**src/design/r2y_pkg.sv**
```systemverilog
// ============================================================================
// r2y_pkg
// Shared types, constants and arithmetic helpers for the RGBA to YCbCr 4:2:0
// converter.
// ============================================================================
package r2y_pkg;

    // Default frame limits handed to the top level parameters.
    localparam int DEF_MAX_WIDTH  = 4096;
    localparam int DEF_MAX_HEIGHT = 4096;

    // Configuration port geometry and register indexes.
    localparam int CFG_IDX_W  = 3;
    localparam int CFG_DATA_W = 13;

    localparam logic [CFG_IDX_W-1:0] REG_FRAME_WIDTH   = 3'd0;
    localparam logic [CFG_IDX_W-1:0] REG_FRAME_HEIGHT  = 3'd1;
    localparam logic [CFG_IDX_W-1:0] REG_MATRIX_SELECT = 3'd2;
    localparam logic [CFG_IDX_W-1:0] REG_FULL_RANGE    = 3'd3;
    localparam logic [CFG_IDX_W-1:0] REG_SWAP_RB       = 3'd4;

    localparam logic [CFG_DATA_W-1:0] RST_FRAME_WIDTH  = 13'd1920;
    localparam logic [CFG_DATA_W-1:0] RST_FRAME_HEIGHT = 13'd1080;

    // Matrix codes.
    localparam logic [1:0] MAT_BT601  = 2'd0;
    localparam logic [1:0] MAT_BT709  = 2'd1;
    localparam logic [1:0] MAT_BT2020 = 2'd2;

    // Field widths.
    localparam int PIX_W    = 8;
    localparam int PAIR_W   = 9;
    localparam int CELL_W   = 11;
    localparam int LINE_W   = 3 * PAIR_W;
    localparam int COEF_W   = 9;
    localparam int PROD_W   = 2 * COEF_W;
    localparam int ACC_W    = 20;
    localparam int S_DATA_W = 24;
    localparam int M_DATA_W = 48;

    // Decoupling queue between the front and back halves.
    localparam int FIFO_DEPTH = 4;

    localparam logic signed [ACC_W-1:0] ROUND_HALF    = 20'sd128;
    localparam logic signed [ACC_W-1:0] CHROMA_OFFSET = 20'sd128;

    typedef logic signed [COEF_W-1:0] coef_t;

    // One coefficient set: Y (R,G,B), Cb (R,G,B), Cr (R,G,B), luma offset.
    typedef struct packed {
        coef_t y_r;
        coef_t y_g;
        coef_t y_b;
        coef_t cb_r;
        coef_t cb_g;
        coef_t cb_b;
        coef_t cr_r;
        coef_t cr_g;
        coef_t cr_b;
        coef_t y_off;
    } coef_set_t;

    // Work item handed from the front to the back through the queue.
    typedef struct packed {
        logic [PIX_W-1:0]  red;
        logic [PIX_W-1:0]  green;
        logic [PIX_W-1:0]  blue;
        logic [PIX_W-1:0]  avg_red;
        logic [PIX_W-1:0]  avg_green;
        logic [PIX_W-1:0]  avg_blue;
        logic              chroma_valid;
        logic [CELL_W-1:0] cell_column;
        logic [CELL_W-1:0] cell_row;
        logic              frame_done;
        logic [2:0]        coef_idx;
    } work_item_t;

    // Coefficient index is {matrix, range mode}; the two unused codes fall
    // back to BT.601 limited range.
    function automatic coef_set_t coef_lookup(input logic [2:0] idx);
        coef_set_t c;
        unique case (idx)
            3'd0:    c = '{9'sd66, 9'sd129, 9'sd25, -9'sd38, -9'sd74,
                           9'sd112, 9'sd112, -9'sd94, -9'sd18, 9'sd16};
            3'd1:    c = '{9'sd77, 9'sd150, 9'sd29, -9'sd43, -9'sd85,
                           9'sd128, 9'sd128, -9'sd107, -9'sd21, 9'sd0};
            3'd2:    c = '{9'sd47, 9'sd157, 9'sd16, -9'sd26, -9'sd86,
                           9'sd112, 9'sd112, -9'sd102, -9'sd10, 9'sd16};
            3'd3:    c = '{9'sd54, 9'sd183, 9'sd19, -9'sd29, -9'sd99,
                           9'sd128, 9'sd128, -9'sd116, -9'sd12, 9'sd0};
            3'd4:    c = '{9'sd58, 9'sd149, 9'sd13, -9'sd31, -9'sd81,
                           9'sd112, 9'sd112, -9'sd103, -9'sd9, 9'sd16};
            3'd5:    c = '{9'sd67, 9'sd174, 9'sd15, -9'sd36, -9'sd92,
                           9'sd128, 9'sd128, -9'sd118, -9'sd10, 9'sd0};
            default: c = '{9'sd66, 9'sd129, 9'sd25, -9'sd38, -9'sd74,
                           9'sd112, 9'sd112, -9'sd94, -9'sd18, 9'sd16};
        endcase
        return c;
    endfunction

    // Both operands are widened to the product width before the multiply.
    function automatic logic signed [PROD_W-1:0] mul_pix(input coef_t k,
                                                         input logic [PIX_W-1:0] v);
        logic signed [PROD_W-1:0] wide_k;
        logic signed [PROD_W-1:0] wide_v;
        wide_k = PROD_W'(k);
        wide_v = $signed(PROD_W'(v));
        return wide_k * wide_v;
    endfunction

    // Rounded arithmetic shift by eight, then offset and clip to a byte.
    function automatic logic [PIX_W-1:0] round_clip(input logic signed [PROD_W-1:0] p0,
                                                    input logic signed [PROD_W-1:0] p1,
                                                    input logic signed [PROD_W-1:0] p2,
                                                    input logic signed [ACC_W-1:0] off);
        logic signed [ACC_W-1:0] acc;
        logic signed [ACC_W-1:0] val;
        acc = ACC_W'(p0) + ACC_W'(p1) + ACC_W'(p2) + ROUND_HALF;
        val = (acc >>> 8) + off;
        if (val < 0) begin
            return '0;
        end else if (val > 20'sd255) begin
            return '1;
        end
        return val[PIX_W-1:0];
    endfunction

endpackage

```
**src/design/r2y_fifo.sv**
```systemverilog
// ============================================================================
// r2y_fifo
// Short register queue that decouples the front half from the back half.
// ============================================================================
module r2y_fifo
    import r2y_pkg::*;
(
    input  logic       aclk,
    input  logic       aresetn,
    input  logic       push,
    input  work_item_t push_item,
    output logic       full,
    input  logic       pop,
    output work_item_t pop_item,
    output logic       empty
);

    localparam int PTR_W = $clog2(FIFO_DEPTH);
    localparam int CNT_W = $clog2(FIFO_DEPTH + 1);

    work_item_t       slot_reg [FIFO_DEPTH];
    logic [PTR_W-1:0] wr_ptr_reg, wr_ptr_next;
    logic [PTR_W-1:0] rd_ptr_reg, rd_ptr_next;
    logic [CNT_W-1:0] count_reg, count_next;

    assign full     = (count_reg == CNT_W'(FIFO_DEPTH));
    assign empty    = (count_reg == '0);
    assign pop_item = slot_reg[rd_ptr_reg];

    always_comb begin
        wr_ptr_next = push ? PTR_W'(wr_ptr_reg + 1'b1) : wr_ptr_reg;
        rd_ptr_next = pop  ? PTR_W'(rd_ptr_reg + 1'b1) : rd_ptr_reg;
        count_next  = count_reg;
        if (push && !pop) begin
            count_next = CNT_W'(count_reg + 1'b1);
        end else if (pop && !push) begin
            count_next = CNT_W'(count_reg - 1'b1);
        end
    end

    always_ff @(posedge aclk) begin
        if (!aresetn) begin
            wr_ptr_reg <= '0;
            rd_ptr_reg <= '0;
            count_reg  <= '0;
        end else begin
            wr_ptr_reg <= wr_ptr_next;
            rd_ptr_reg <= rd_ptr_next;
            count_reg  <= count_next;
        end
    end

    always_ff @(posedge aclk) begin
        if (push) begin
            slot_reg[wr_ptr_reg] <= push_item;
        end
    end

`ifndef SYNTHESIS
    a_count_bound: assert property (@(posedge aclk) disable iff (!aresetn)
        count_reg <= CNT_W'(FIFO_DEPTH))
        else $error("queue count beyond depth");

    a_no_overflow: assert property (@(posedge aclk) disable iff (!aresetn)
        push |-> !full)
        else $error("push into a full queue");

    a_no_underflow: assert property (@(posedge aclk) disable iff (!aresetn)
        pop |-> !empty)
        else $error("pop from an empty queue");

    a_ptr_spacing: assert property (@(posedge aclk) disable iff (!aresetn)
        PTR_W'(rd_ptr_reg + count_reg) == wr_ptr_reg)
        else $error("queue pointers out of step with count");
`endif

endmodule

```
**config.mk**
```make
export PLATFORM = sky130hd
export DESIGN_NAME = r2y_fifo
export DESIGN_NICKNAME = d
export VERILOG_FILES = /design/src/design/r2y_pkg.sv /design/src/design/r2y_fifo.sv
export SDC_FILE = /design/constraint.sdc
export NUM_CORES = 1
export LEC_CHECK = 0
export ABC_AREA = 1
export BUFFER_PORTS_ARGS = -buffer_cell sky130_fd_sc_hd__buf_4
export CORE_UTILIZATION = 58
export CTS_BUF_LIST = sky130_fd_sc_hd__clkbuf_4
export CTS_CLUSTER_SIZE = 20
export DETAILED_ROUTE_END_ITERATION = 8
export GPL_ROUTABILITY_DRIVEN = 1
export HOLD_SLACK_MARGIN = 0.02
export PLACE_DENSITY = 0.8
export SLEW_MARGIN = 20
export SYNTH_ARGS = -nofsm -noshare
export SYNTH_HDL_FRONTEND = slang
export SYNTH_SLANG_ARGS = --single-unit
```
**constraint.sdc**
```tcl
create_clock -name aclk -period 3.3 [get_ports aclk]
set_clock_uncertainty 0.05 [all_clocks]
set_input_delay 0.66 -clock aclk [delete_from_list [all_inputs] [get_ports aclk]]
set_output_delay 0.66 -clock aclk [all_outputs]
set_load 0.01 [all_outputs]
```
==> results.yml <==
detailed_routing:
  postRouteAntennaNets: 0
  viasPerCell: 5.57
  wl_per_cell_um: 18.7
  drc: 0
  vias: 7284
  dr.pass1.iters: 5
  drt_iter0_drc: 498
  routed_wl_mm: 24.5
grt:
  grt_first_pass_wirelength_mm: 37.2
  antenna_found_initial: 2
  grt_pass1_vias: 7285
  grt_max_degree: 151
  grt_use_total_pct: 22.7
  grt_remaining_overflow: 0
synth:
  synthesis.area_um2: 12300
  ys_types: 24
  yosysSeqAreaShare_pct: 74.6
  synthCells: 783
  ys.flop_type: "edfxtp_1"
  synth_edf_count: 300
  ys_seq_elements: 309
  syn_nets: 868
  synthArstFlopShare_pct: 0
  ys_warn_count: 0
  synth.avg_cell_area_um2: 15.7
cts:
  h-tree-depth: 3
  cts_hold_buf: 0
  clk_latency_ns: 0.65
  clock_sinks: 309
  clkTransAtPathRegs_ns: 0.07
  cts-resized-gates: 0
  post_cts_buffers: 0
  cts_buffers: 75
  cts_tree: "done"
  clockBufferDepth: 3
  cts-root-buf: "clkbuf_4"
die:
  die_w_um: 148
  core_um2: 20500
  start_util_pct: 60.1
  pin_count: 156
  die_y_um: 148
  std_cell_rows: 52
  fp.dieArea_um2: 21800
hold_path:
  min_to: "slot_reg[0][13]"
  whs_path_depth: 1
  holdCritPathClass: "input pin to flip-flop"
  min-delay-start: "push_item[13]"
timing:
  timing.slew.headroom_pct: 46.6
  fmax_mhz: 324
  tightest_slew_ns: 0.800
  setup-tns-final_ns: 0
  hold_viol: 0
  period_needed_ns: 3.09
  setup_viol: 0
  final_max_slew_viol_count: 0
  fin_crit_sh_pct: 93.5
  rsz0062_at_grt: "no"
final_layout:
  final_cells: 1307
  largest_reg_flops: 300
  seq_area_um2: 9190
  multi_input_comb_area_um2: 2710
  drive_gt1_share_pct: 39.3
  nNetsFinal: 1069
  syn2layout_area_growth_pct: 18.5
  fill_cells: 1305
critical_path:
  r2r_slack_ns: 1.17
  critPathKind: "flip-flop to output pin"
  worstPathRequired_ns: 2.59
  start_kind: "flip-flop"
  worstPathArrival_ns: 2.38
  end_kind: "output pin"
  worst_r2r_path_depth: 5
  r2r-start: "wr_ptr_reg[1]"
  rr_endpoint: "slot_reg[1][67]"
  critPathMaxFanout: 75
power_and_ir_drop:
  clkPwrFrac_pct: 34.6
  p_leak_nw: 5.15
  p_per_area_nw_per_um2: 578
  p_int_mw: 6.42
  power.net_switching_mw: 2.02
  p_comb_share_pct: 11.7
  seqPwrFrac_pct: 53.7
  p_sw_share_pct: 23.9
  vdd_drop_max_uv: 386
placed_design:
  dp.cells: 1177
  hpwlAfterDp_mm: 14.0
  portBuffers: 155
  routabilityCongestion: 0.744
outcome:
  outcome: "complete, no violations"
flow_run:
  cap_viol_max_count: 0
## cells in the final DEF (no fill, tap or decap), types with 2 or more instances in the layout
cell,count
nor3_1,2
o21ai_0,131
o22ai_1,25
inv_2,6
clkbuf_4,111
clkinv_2,4
inv_1,11
dfxtp_1,7
ha_1,5
clkinv_1,11
o21ai_1,20
a21oi_1,4
diode_2,2
nand2_1,9
buf_12,7
buf_4,165
edfxtp_1,300
o21ai_2,5
o22ai_2,50
nor2_4,50
nor2_1,100
nor2_2,5
## kinds of logic after synthesis
kind of cell,Yosys count,share of synthesized area (%)
flops,309,74.6
fa+ha+maj,6,0.670
compound gates,235,13.0
buf+inv,65,3.40
simple gates,168,8.32
## layout make-up
type / count / area share, %
tap: 270 / 2.31
clock buffer: 111 / 5.71
inverter: 17 / 0.523
antenna: 2 / 0.0343
sequential: 309 / 63.0
clock inverter: 17 / 0.463
multi-input combinational: 409 / 18.6
timing repair buffer: 172 / 9.44
## power by group through the flow
stage               clock network, mW  logic, mW  registers, mW
floorplan                           0      0.552           4.61
global placement                    0      0.975           4.61
detailed placement                  0      0.994           4.61
CTS                              2.99      0.998           4.53
global route                     3.20       1.07           4.54
finish                           2.92      0.988           4.53
## per-stage QoR
step / cell area (µm²) / util (%) / hold slack [ns] / worst slack [ns] / power, mW
after floorplan: 12300 / - / 0.362 / 0.673 / 5.16
after global placement: 13700 / 66.8 / 0.373 / 0.974 / 5.58
after detailed placement: 13700 / 66.8 / 0.372 / 0.928 / 5.61
after CTS: 14600 / 71.2 / 0.0887 / 0.188 / 8.52
after global routing: 14600 / 71.2 / 0.0951 / 0.0754 / 8.80
final: 14600 / 71.2 / 0.141 / 0.214 / 8.44
## worst max path at each step
stage                          from              to  slack, ns  cells after the start
after global placement    flip-flop    pop_item[59]       0.97                      4
after CTS                 flip-flop    pop_item[33]       0.19                      4
final                     flip-flop    pop_item[72]       0.21                      4
after global routing      flip-flop    pop_item[58]       0.08                      4
after detailed placement  flip-flop    pop_item[72]       0.93                      4
after floorplan                push  slot_reg[2][0]       0.67                      2
## layer usage
| layer | wire, µm | global-route usage [%] | vias to the layer above | share of wire (%) |
|---|---|---|---|---|
| met5 | 0 | 0 | - | 0 |
| met2 | 12600 | 38.3 | 276 | 51 |
| met1 | 9860 | 28.1 | 3585 | 40 |
| li1 | - | - | 3390 | - |
| met4 | 412 | 8.87 | 0 | 1.7 |
| met3 | 1610 | 5.86 | 33 | 6.6 |
## critical path, stage by stage, from the launching register on
cell and delay (ns):
dfxtp_2 0.33, buf_4 0.64, o21ai_0 0.28, o22ai_2 0.29, buf_4 0.17
## cell usage after synthesis (5+ instances only)
master	instances	area, µm²
o22ai_1	25	156
buf_12	7	140
ha_1	5	62.6
dfxtp_1	9	180
nor2_2	5	31.3
o21ai_0	131	656
nand2_1	9	33.8
buf_6	5	56.3
buf_2	15	75.1
inv_1	15	56.3
nor2_1	100	375
o22ai_2	50	626
clkbuf_1	21	78.8
o21ai_1	20	100
nor2_4	50	563
edfxtp_1	300	9010
o21ai_2	5	43.8
No activity file was read; power rests on OpenSTA's default activity.
