## src/design/r2y_pkg.sv

```systemverilog
// ============================================================================
// r2y_pkg
// Shared types, constants and arithmetic helpers for the RGBA to YCbCr 4:2:0
// converter.
// ============================================================================
package r2y_pkg;

    // Default frame limits handed to the top level parameters.
    localparam int DEF_MAX_WIDTH  = 4096;
    localparam int DEF_MAX_HEIGHT = 4096;

    // Configuration port geometry and register indexes.
    localparam int CFG_IDX_W  = 3;
    localparam int CFG_DATA_W = 13;

    localparam logic [CFG_IDX_W-1:0] REG_FRAME_WIDTH   = 3'd0;
    localparam logic [CFG_IDX_W-1:0] REG_FRAME_HEIGHT  = 3'd1;
    localparam logic [CFG_IDX_W-1:0] REG_MATRIX_SELECT = 3'd2;
    localparam logic [CFG_IDX_W-1:0] REG_FULL_RANGE    = 3'd3;
    localparam logic [CFG_IDX_W-1:0] REG_SWAP_RB       = 3'd4;

    localparam logic [CFG_DATA_W-1:0] RST_FRAME_WIDTH  = 13'd1920;
    localparam logic [CFG_DATA_W-1:0] RST_FRAME_HEIGHT = 13'd1080;

    // Matrix codes.
    localparam logic [1:0] MAT_BT601  = 2'd0;
    localparam logic [1:0] MAT_BT709  = 2'd1;
    localparam logic [1:0] MAT_BT2020 = 2'd2;

    // Field widths.
    localparam int PIX_W    = 8;
    localparam int PAIR_W   = 9;
    localparam int CELL_W   = 11;
    localparam int LINE_W   = 3 * PAIR_W;
    localparam int COEF_W   = 9;
    localparam int PROD_W   = 2 * COEF_W;
    localparam int ACC_W    = 20;
    localparam int S_DATA_W = 24;
    localparam int M_DATA_W = 48;

    // Decoupling queue between the front and back halves.
    localparam int FIFO_DEPTH = 4;

    localparam logic signed [ACC_W-1:0] ROUND_HALF    = 20'sd128;
    localparam logic signed [ACC_W-1:0] CHROMA_OFFSET = 20'sd128;

    typedef logic signed [COEF_W-1:0] coef_t;

    // One coefficient set: Y (R,G,B), Cb (R,G,B), Cr (R,G,B), luma offset.
    typedef struct packed {
        coef_t y_r;
        coef_t y_g;
        coef_t y_b;
        coef_t cb_r;
        coef_t cb_g;
        coef_t cb_b;
        coef_t cr_r;
        coef_t cr_g;
        coef_t cr_b;
        coef_t y_off;
    } coef_set_t;

    // Work item handed from the front to the back through the queue.
    typedef struct packed {
        logic [PIX_W-1:0]  red;
        logic [PIX_W-1:0]  green;
        logic [PIX_W-1:0]  blue;
        logic [PIX_W-1:0]  avg_red;
        logic [PIX_W-1:0]  avg_green;
        logic [PIX_W-1:0]  avg_blue;
        logic              chroma_valid;
        logic [CELL_W-1:0] cell_column;
        logic [CELL_W-1:0] cell_row;
        logic              frame_done;
        logic [2:0]        coef_idx;
    } work_item_t;

    // Coefficient index is {matrix, range mode}; the two unused codes fall
    // back to BT.601 limited range.
    function automatic coef_set_t coef_lookup(input logic [2:0] idx);
        coef_set_t c;
        unique case (idx)
            3'd0:    c = '{9'sd66, 9'sd129, 9'sd25, -9'sd38, -9'sd74,
                           9'sd112, 9'sd112, -9'sd94, -9'sd18, 9'sd16};
            3'd1:    c = '{9'sd77, 9'sd150, 9'sd29, -9'sd43, -9'sd85,
                           9'sd128, 9'sd128, -9'sd107, -9'sd21, 9'sd0};
            3'd2:    c = '{9'sd47, 9'sd157, 9'sd16, -9'sd26, -9'sd86,
                           9'sd112, 9'sd112, -9'sd102, -9'sd10, 9'sd16};
            3'd3:    c = '{9'sd54, 9'sd183, 9'sd19, -9'sd29, -9'sd99,
                           9'sd128, 9'sd128, -9'sd116, -9'sd12, 9'sd0};
            3'd4:    c = '{9'sd58, 9'sd149, 9'sd13, -9'sd31, -9'sd81,
                           9'sd112, 9'sd112, -9'sd103, -9'sd9, 9'sd16};
            3'd5:    c = '{9'sd67, 9'sd174, 9'sd15, -9'sd36, -9'sd92,
                           9'sd128, 9'sd128, -9'sd118, -9'sd10, 9'sd0};
            default: c = '{9'sd66, 9'sd129, 9'sd25, -9'sd38, -9'sd74,
                           9'sd112, 9'sd112, -9'sd94, -9'sd18, 9'sd16};
        endcase
        return c;
    endfunction

    // Both operands are widened to the product width before the multiply.
    function automatic logic signed [PROD_W-1:0] mul_pix(input coef_t k,
                                                         input logic [PIX_W-1:0] v);
        logic signed [PROD_W-1:0] wide_k;
        logic signed [PROD_W-1:0] wide_v;
        wide_k = PROD_W'(k);
        wide_v = $signed(PROD_W'(v));
        return wide_k * wide_v;
    endfunction

    // Rounded arithmetic shift by eight, then offset and clip to a byte.
    function automatic logic [PIX_W-1:0] round_clip(input logic signed [PROD_W-1:0] p0,
                                                    input logic signed [PROD_W-1:0] p1,
                                                    input logic signed [PROD_W-1:0] p2,
                                                    input logic signed [ACC_W-1:0] off);
        logic signed [ACC_W-1:0] acc;
        logic signed [ACC_W-1:0] val;
        acc = ACC_W'(p0) + ACC_W'(p1) + ACC_W'(p2) + ROUND_HALF;
        val = (acc >>> 8) + off;
        if (val < 0) begin
            return '0;
        end else if (val > 20'sd255) begin
            return '1;
        end
        return val[PIX_W-1:0];
    endfunction

endpackage

```

## src/design/r2y_back.sv

```systemverilog
// ============================================================================
// r2y_back
// Pops work items, forms the coefficient products and drives the registered
// result beat.
// ============================================================================
module r2y_back
    import r2y_pkg::*;
(
    input  logic                aclk,
    input  logic                aresetn,
    input  logic                fifo_empty,
    input  work_item_t          pop_item,
    output logic                pop,
    output logic                m_tvalid,
    input  logic                m_tready,
    output logic [M_DATA_W-1:0] m_tdata,
    output logic                m_tuser,
    output logic                m_tlast
);

    logic                        p1_valid_reg;
    logic signed [PROD_W-1:0]    y_p_reg  [3];
    logic signed [PROD_W-1:0]    cb_p_reg [3];
    logic signed [PROD_W-1:0]    cr_p_reg [3];
    logic signed [ACC_W-1:0]     y_off_reg;
    logic                        p1_chroma_reg;
    logic [CELL_W-1:0]           p1_ccol_reg, p1_crow_reg;
    logic                        p1_done_reg;

    logic                        out_valid_reg;
    logic [M_DATA_W-1:0]         out_data_reg;
    logic                        out_user_reg;
    logic                        out_last_reg;

    logic                        p1_load, out_load;
    coef_set_t                   k;
    logic [PIX_W-1:0]            luma, cb, cr;

    assign out_load = !out_valid_reg || m_tready;
    assign p1_load  = !p1_valid_reg || out_load;
    assign pop      = !fifo_empty && p1_load;
    assign k        = coef_lookup(pop_item.coef_idx);

    always_ff @(posedge aclk) begin
        if (!aresetn) begin
            p1_valid_reg  <= 1'b0;
            out_valid_reg <= 1'b0;
        end else begin
            if (p1_load) begin
                p1_valid_reg <= !fifo_empty;
            end
            if (out_load) begin
                out_valid_reg <= p1_valid_reg;
            end
        end
    end

    always_ff @(posedge aclk) begin
        if (pop) begin
            y_p_reg[0]    <= mul_pix(k.y_r,  pop_item.red);
            y_p_reg[1]    <= mul_pix(k.y_g,  pop_item.green);
            y_p_reg[2]    <= mul_pix(k.y_b,  pop_item.blue);
            cb_p_reg[0]   <= mul_pix(k.cb_r, pop_item.avg_red);
            cb_p_reg[1]   <= mul_pix(k.cb_g, pop_item.avg_green);
            cb_p_reg[2]   <= mul_pix(k.cb_b, pop_item.avg_blue);
            cr_p_reg[0]   <= mul_pix(k.cr_r, pop_item.avg_red);
            cr_p_reg[1]   <= mul_pix(k.cr_g, pop_item.avg_green);
            cr_p_reg[2]   <= mul_pix(k.cr_b, pop_item.avg_blue);
            y_off_reg     <= ACC_W'(k.y_off);
            p1_chroma_reg <= pop_item.chroma_valid;
            p1_ccol_reg   <= pop_item.cell_column;
            p1_crow_reg   <= pop_item.cell_row;
            p1_done_reg   <= pop_item.frame_done;
        end
    end

    always_comb begin
        luma = round_clip(y_p_reg[0], y_p_reg[1], y_p_reg[2], y_off_reg);
        cb   = round_clip(cb_p_reg[0], cb_p_reg[1], cb_p_reg[2], CHROMA_OFFSET);
        cr   = round_clip(cr_p_reg[0], cr_p_reg[1], cr_p_reg[2], CHROMA_OFFSET);
    end

    // Chroma fields read as zero on beats that do not close a cell.
    always_ff @(posedge aclk) begin
        if (out_load && p1_valid_reg) begin
            out_data_reg <= {2'b00,
                             p1_chroma_reg ? p1_crow_reg : {CELL_W{1'b0}},
                             p1_chroma_reg ? p1_ccol_reg : {CELL_W{1'b0}},
                             p1_chroma_reg ? cr : {PIX_W{1'b0}},
                             p1_chroma_reg ? cb : {PIX_W{1'b0}},
                             luma};
            out_user_reg <= p1_chroma_reg;
            out_last_reg <= p1_done_reg;
        end
    end

    assign m_tvalid = out_valid_reg;
    assign m_tdata  = out_data_reg;
    assign m_tuser  = out_user_reg;
    assign m_tlast  = out_last_reg;

endmodule

```

## config.mk

```make
export PLATFORM = sky130hd
export DESIGN_NAME = r2y_back
export DESIGN_NICKNAME = d
export VERILOG_FILES = /design/src/design/r2y_pkg.sv /design/src/design/r2y_back.sv
export SDC_FILE = /design/constraint.sdc
export NUM_CORES = 1
export LEC_CHECK = 0
export BUFFER_PORTS_ARGS = -buffer_cell sky130_fd_sc_hd__clkbuf_2
export CAP_MARGIN = 10
export CORE_MARGIN = 2
export CORE_UTILIZATION = 55
export CTS_BUF_LIST = sky130_fd_sc_hd__clkbuf_4 sky130_fd_sc_hd__clkbuf_8
export CTS_CLUSTER_SIZE = 14
export DETAILED_ROUTE_END_ITERATION = 8
export PLACE_DENSITY = 0.74
export SKIP_LAST_GASP = 1
export SLEW_MARGIN = 25
export SYNTH_ARGS = -nofsm -noshare
export SYNTH_HDL_FRONTEND = slang
export SYNTH_SLANG_ARGS = --single-unit
```

## constraint.sdc

```tcl
create_clock -name aclk -period 11.3 [get_ports aclk]
set_input_delay 0.565 -clock aclk [delete_from_list [all_inputs] [get_ports aclk]]
set_output_delay 0.565 -clock aclk [all_outputs]
set_load 0.005 [all_outputs]
```

==> results by group <==
Final layout
  – Multi-input gate area: 18500 µm²
  – # fillers: around 4200
  – Final Util: 60.4%
  – Layout cells sized above 1: 8.19%
  – FF+latch area: roughly 6700 µm²
  – Syn-to-layout area delta: 8.09%
  – Final net count: 3805
  – Final instance area: slightly above 30000 µm²

Timing
  – Final Cycle Share: 57.8%
  – Post-Route Setup TNS: 0 ps
  – Final Hold Fails: 0
  – Final Skew: 24.7 ps
  – Max-slew headroom: between 30% and 40%
  – Slew Limit Fails: 0
  – Fmax: 153 MHz
  – Worst slew pin tran: 1030 ps
  – Final setup violation count: 0
  – Final worst slack: 4760 ps
  – RSZ-0062 raised after global routing: no
  – Post-layout min period: 6540 ps

Floorplan
  – Die Wd: 230 µm
  – Rows: 82
  – I/O pins: about 130
  – Initial core utilization: 55.8%
  – Die area: roughly 53000 µm²
  – DIE HEIGHT: 230 µm
  – Core area: approximately 50000 µm²

Setup path
  – Worst setup path class: input port to flip-flop
  – Worst-path fanout max: 31
  – Critical path's largest stage delay: 650 ps
  – CP arrival: 6880 ps
  – Worst Reg-to-Reg Cells: 18
  – R2R setup slack: 6310 ps
  – FF-to-FF End: m_tdata[1]$_SDFFCE_PN1P_
  – Most used cell, CP: inv_1
  – Nature of the critical path endpoint: flip-flop
  – Reg2reg start: y_p_reg[0][6]$_DFFE_PP_
  – CP Cell Sequence: clkbuf_2, nor2b_1, nand2_1, nand2_1, inv_1, nor2b_1, ha_1, inv_1, fa_1, inv_1, ha_1, inv_1, fa_1, fa_1, nor2b_1, o21ai_0, a21boi_1, o21ai_0, a21boi_0, o21ai_0, a21boi_0, or4b_1, nand3_1
  – Required time worst endpoint: 11650 ps
  – Worst setup SP type: input port
  – Worst Path Buf+Inv: 5
  – Cell family with most CP delay: simple AND/OR/NAND/NOR gates
  – Slowest-stage cell, CP: nor2b_1

Placement
  – Pre-CTS setup slack: 4250 ps
  – Placed Area: 29400 µm²
  – IO buf count: ~130
  – DP HPWL: 49800 µm
  – Gpl congestion: just over 0.9

Route
  – Detailed router's first-iteration violation count: 1077
  – Routed via count: slightly below 20000
  – Vias per Instance: roughly 5.3
  – Post-route ant nets: 0
  – Initial DRT Pass Iterations: 6
  – Routed wire length: 60200 µm
  – DR DRC count: 0
  – Wire per inst: 16.4 µm

CTS
  – # Post-CTS Setup Buffers: 0
  – CTS sink cnt: 224
  – Worst-case clock buffer depth: 3
  – Clk slew on worst S/H paths: ~70 ps
  – TritonCTS clock tree: done
  – TritonCTS Buffers: 41
  – Post-cts hold buffer count: 0
  – Clock root buffer: clkbuf_8
  – H-Tree Depth: 2
  – Post-CTS Resized: 0
  – Clk_lat worst skew: ~620 ps

Run
  – Max-cap violations: 0

Global route
  – Total Routing Usage GR: 23.9%
  – Vias in the first global route: 20700
  – Initial antenna violation count: 6
  – Largest net degree at the start of global routing: 74
  – First-pass GRT wire length: 101000 µm
  – Grt ovf: 0

Yosys
  – Top post-synthesis cells by area: edfxtp_1 (24%), fa_1 (23%), ha_1 (20%)
  – #FFs+latches synth: 224
  – Synth top area share: about a quarter
  – Cells after synthesis: 2829
  – Syn_area_per_cell: 9.92 µm²
  – Ys flop type: edfxtp_1
  – Most frequent cell after synthesis: inv_1
  – Synth cell count leaders: inv_1 (704), ha_1 (438), fa_1 (329)
  – YS warnings: 0
  – Yosys cell types: 91
  – Synth async-reset ratio: 0%
  – Number of flops mapped to enable cells by yosys: 222
  – Register area share after synthesis: 23.9%
  – Synthesized area: 28100 µm²
  – Area leader, netlist: edfxtp_1

Worst hold path
  – Hold Crit Start: pop_item[13]
  – Hold path cells: 1
  – Sink of the worst hold path: p1_crow_reg[9]$_DFFE_PP_
  – Path type of the worst min-delay path: input port to flip-flop

Outcome
  – Status: completed
## worst max-delay path by stage
| stage | from | end | slack (ps) | depth (start not counted) |
|---|---|---|---|---|
| floorplan | m_tready | cb_p_reg[0][0]$_DFFE_PP_ | 1440 | 2 |
| global placement | pop_item[1] | y_p_reg[0][32]$_DFFE_PP_ | 4500 | 23 |
| finish | pop_item[1] | y_p_reg[0][32]$_DFFE_PP_ | 4760 | 23 |
| CTS | pop_item[1] | y_p_reg[0][32]$_DFFE_PP_ | 4910 | 23 |
| global route | pop_item[1] | y_p_reg[0][32]$_DFFE_PP_ | 4210 | 23 |
| detailed placement | pop_item[0] | cb_p_reg[0][33]$_DFFE_PP_ | 4250 | 23 |
## routing by layer
metal / share of wire (%) / wire (µm) / GRT usage (%) / up-vias
li1: - / - / - / 9240
met1: 44 / 26200 / 32.1 / 9626
met2: 48 / 28700 / 40.2 / 494
met3: 6.1 / 3700 / 3.91 / 123
met4: 2.6 / 1550 / 7.00 / 4
met5: 0.043 / 26 / 0 / -
## cells in the final DEF, fill, tap and decap left out, types with 5 or more instances in the layout
cell type,netlist,final
o21a_1,6,6
mux2i_1,7,7
a41o_1,6,6
clkinv_1,2,13
ha_1,438,438
fa_1,329,329
xor2_1,28,28
o21bai_1,11,11
edfxtp_1,222,222
o21ai_1,10,10
nor2b_1,46,45
a211o_1,7,7
and2_1,136,136
a21oi_1,90,89
a211oi_1,6,6
a21boi_0,8,8
clkinv_2,0,5
and3_1,16,16
a31oi_1,5,5
o211ai_1,6,6
clkbuf_2,0,128
xnor2_1,87,87
nor2_1,135,135
or3_1,12,12
nand2_1,211,211
buf_4,3,10
inv_1,704,704
nand3_1,26,26
nor3_1,30,30
a21o_1,35,35
clkbuf_8,0,41
nand4_1,5,5
o21ai_0,42,42
nand2b_1,15,15
or2_2,8,8
clkbuf_4,0,5
bufinv_16,0,5
## worst register-to-register path: stages, from the launching register on
cell,delay [ps]
edfxtp_1,420
fa_1,460
fa_1,490
ha_1,350
a21oi_1,150
nand2_1,100
a221o_1,380
and2_1,200
a21oi_1,230
nor2b_1,70
nor2_1,120
xnor2_1,160
ha_1,280
ha_1,220
nand2_1,60
nor3_1,200
nand3_1,110
o2bb2ai_1,510
o21ai_1,190
## through the flow
| step | hold slack (ps) | instances |
|---|---|---|
| finish | 115 | 3665 |
| global route | 75.3 | 3665 |
| CTS | 67.1 | 3663 |
| detailed placement | 416 | 3588 |
| global placement | 401 | 3587 |
| floorplan | 400 | 2830 |
## kinds of logic after synthesis
kind of cell             count (synthesis)  share of synthesized area (%)
other                                    1                         0.0134
XOR/XNOR                               119                           3.86
adder cells (fa/ha/maj)                767                           43.0
AND/OR/NAND/NOR                        666                           11.8
AO/OA/AOI/OAI                          285                           6.98
multiplexers                             7                          0.250
flip-flops                             224                           23.9
buffers and inverters                  760                           10.2
## layout make-up
type                    count  area share [%]
diodes                      2          0.0165
clock buffers              46            1.98
clock inverters            29           0.965
inverters                 707            8.75
multi-input cells        1846            61.0
flip-flops and latches    224            22.1
well taps                 672            2.77
repair buffers            139            2.41
Power is left out: the tool's default activity adds up to more than one toggle a clock period on the data nets, which glitch-free logic cannot reach.
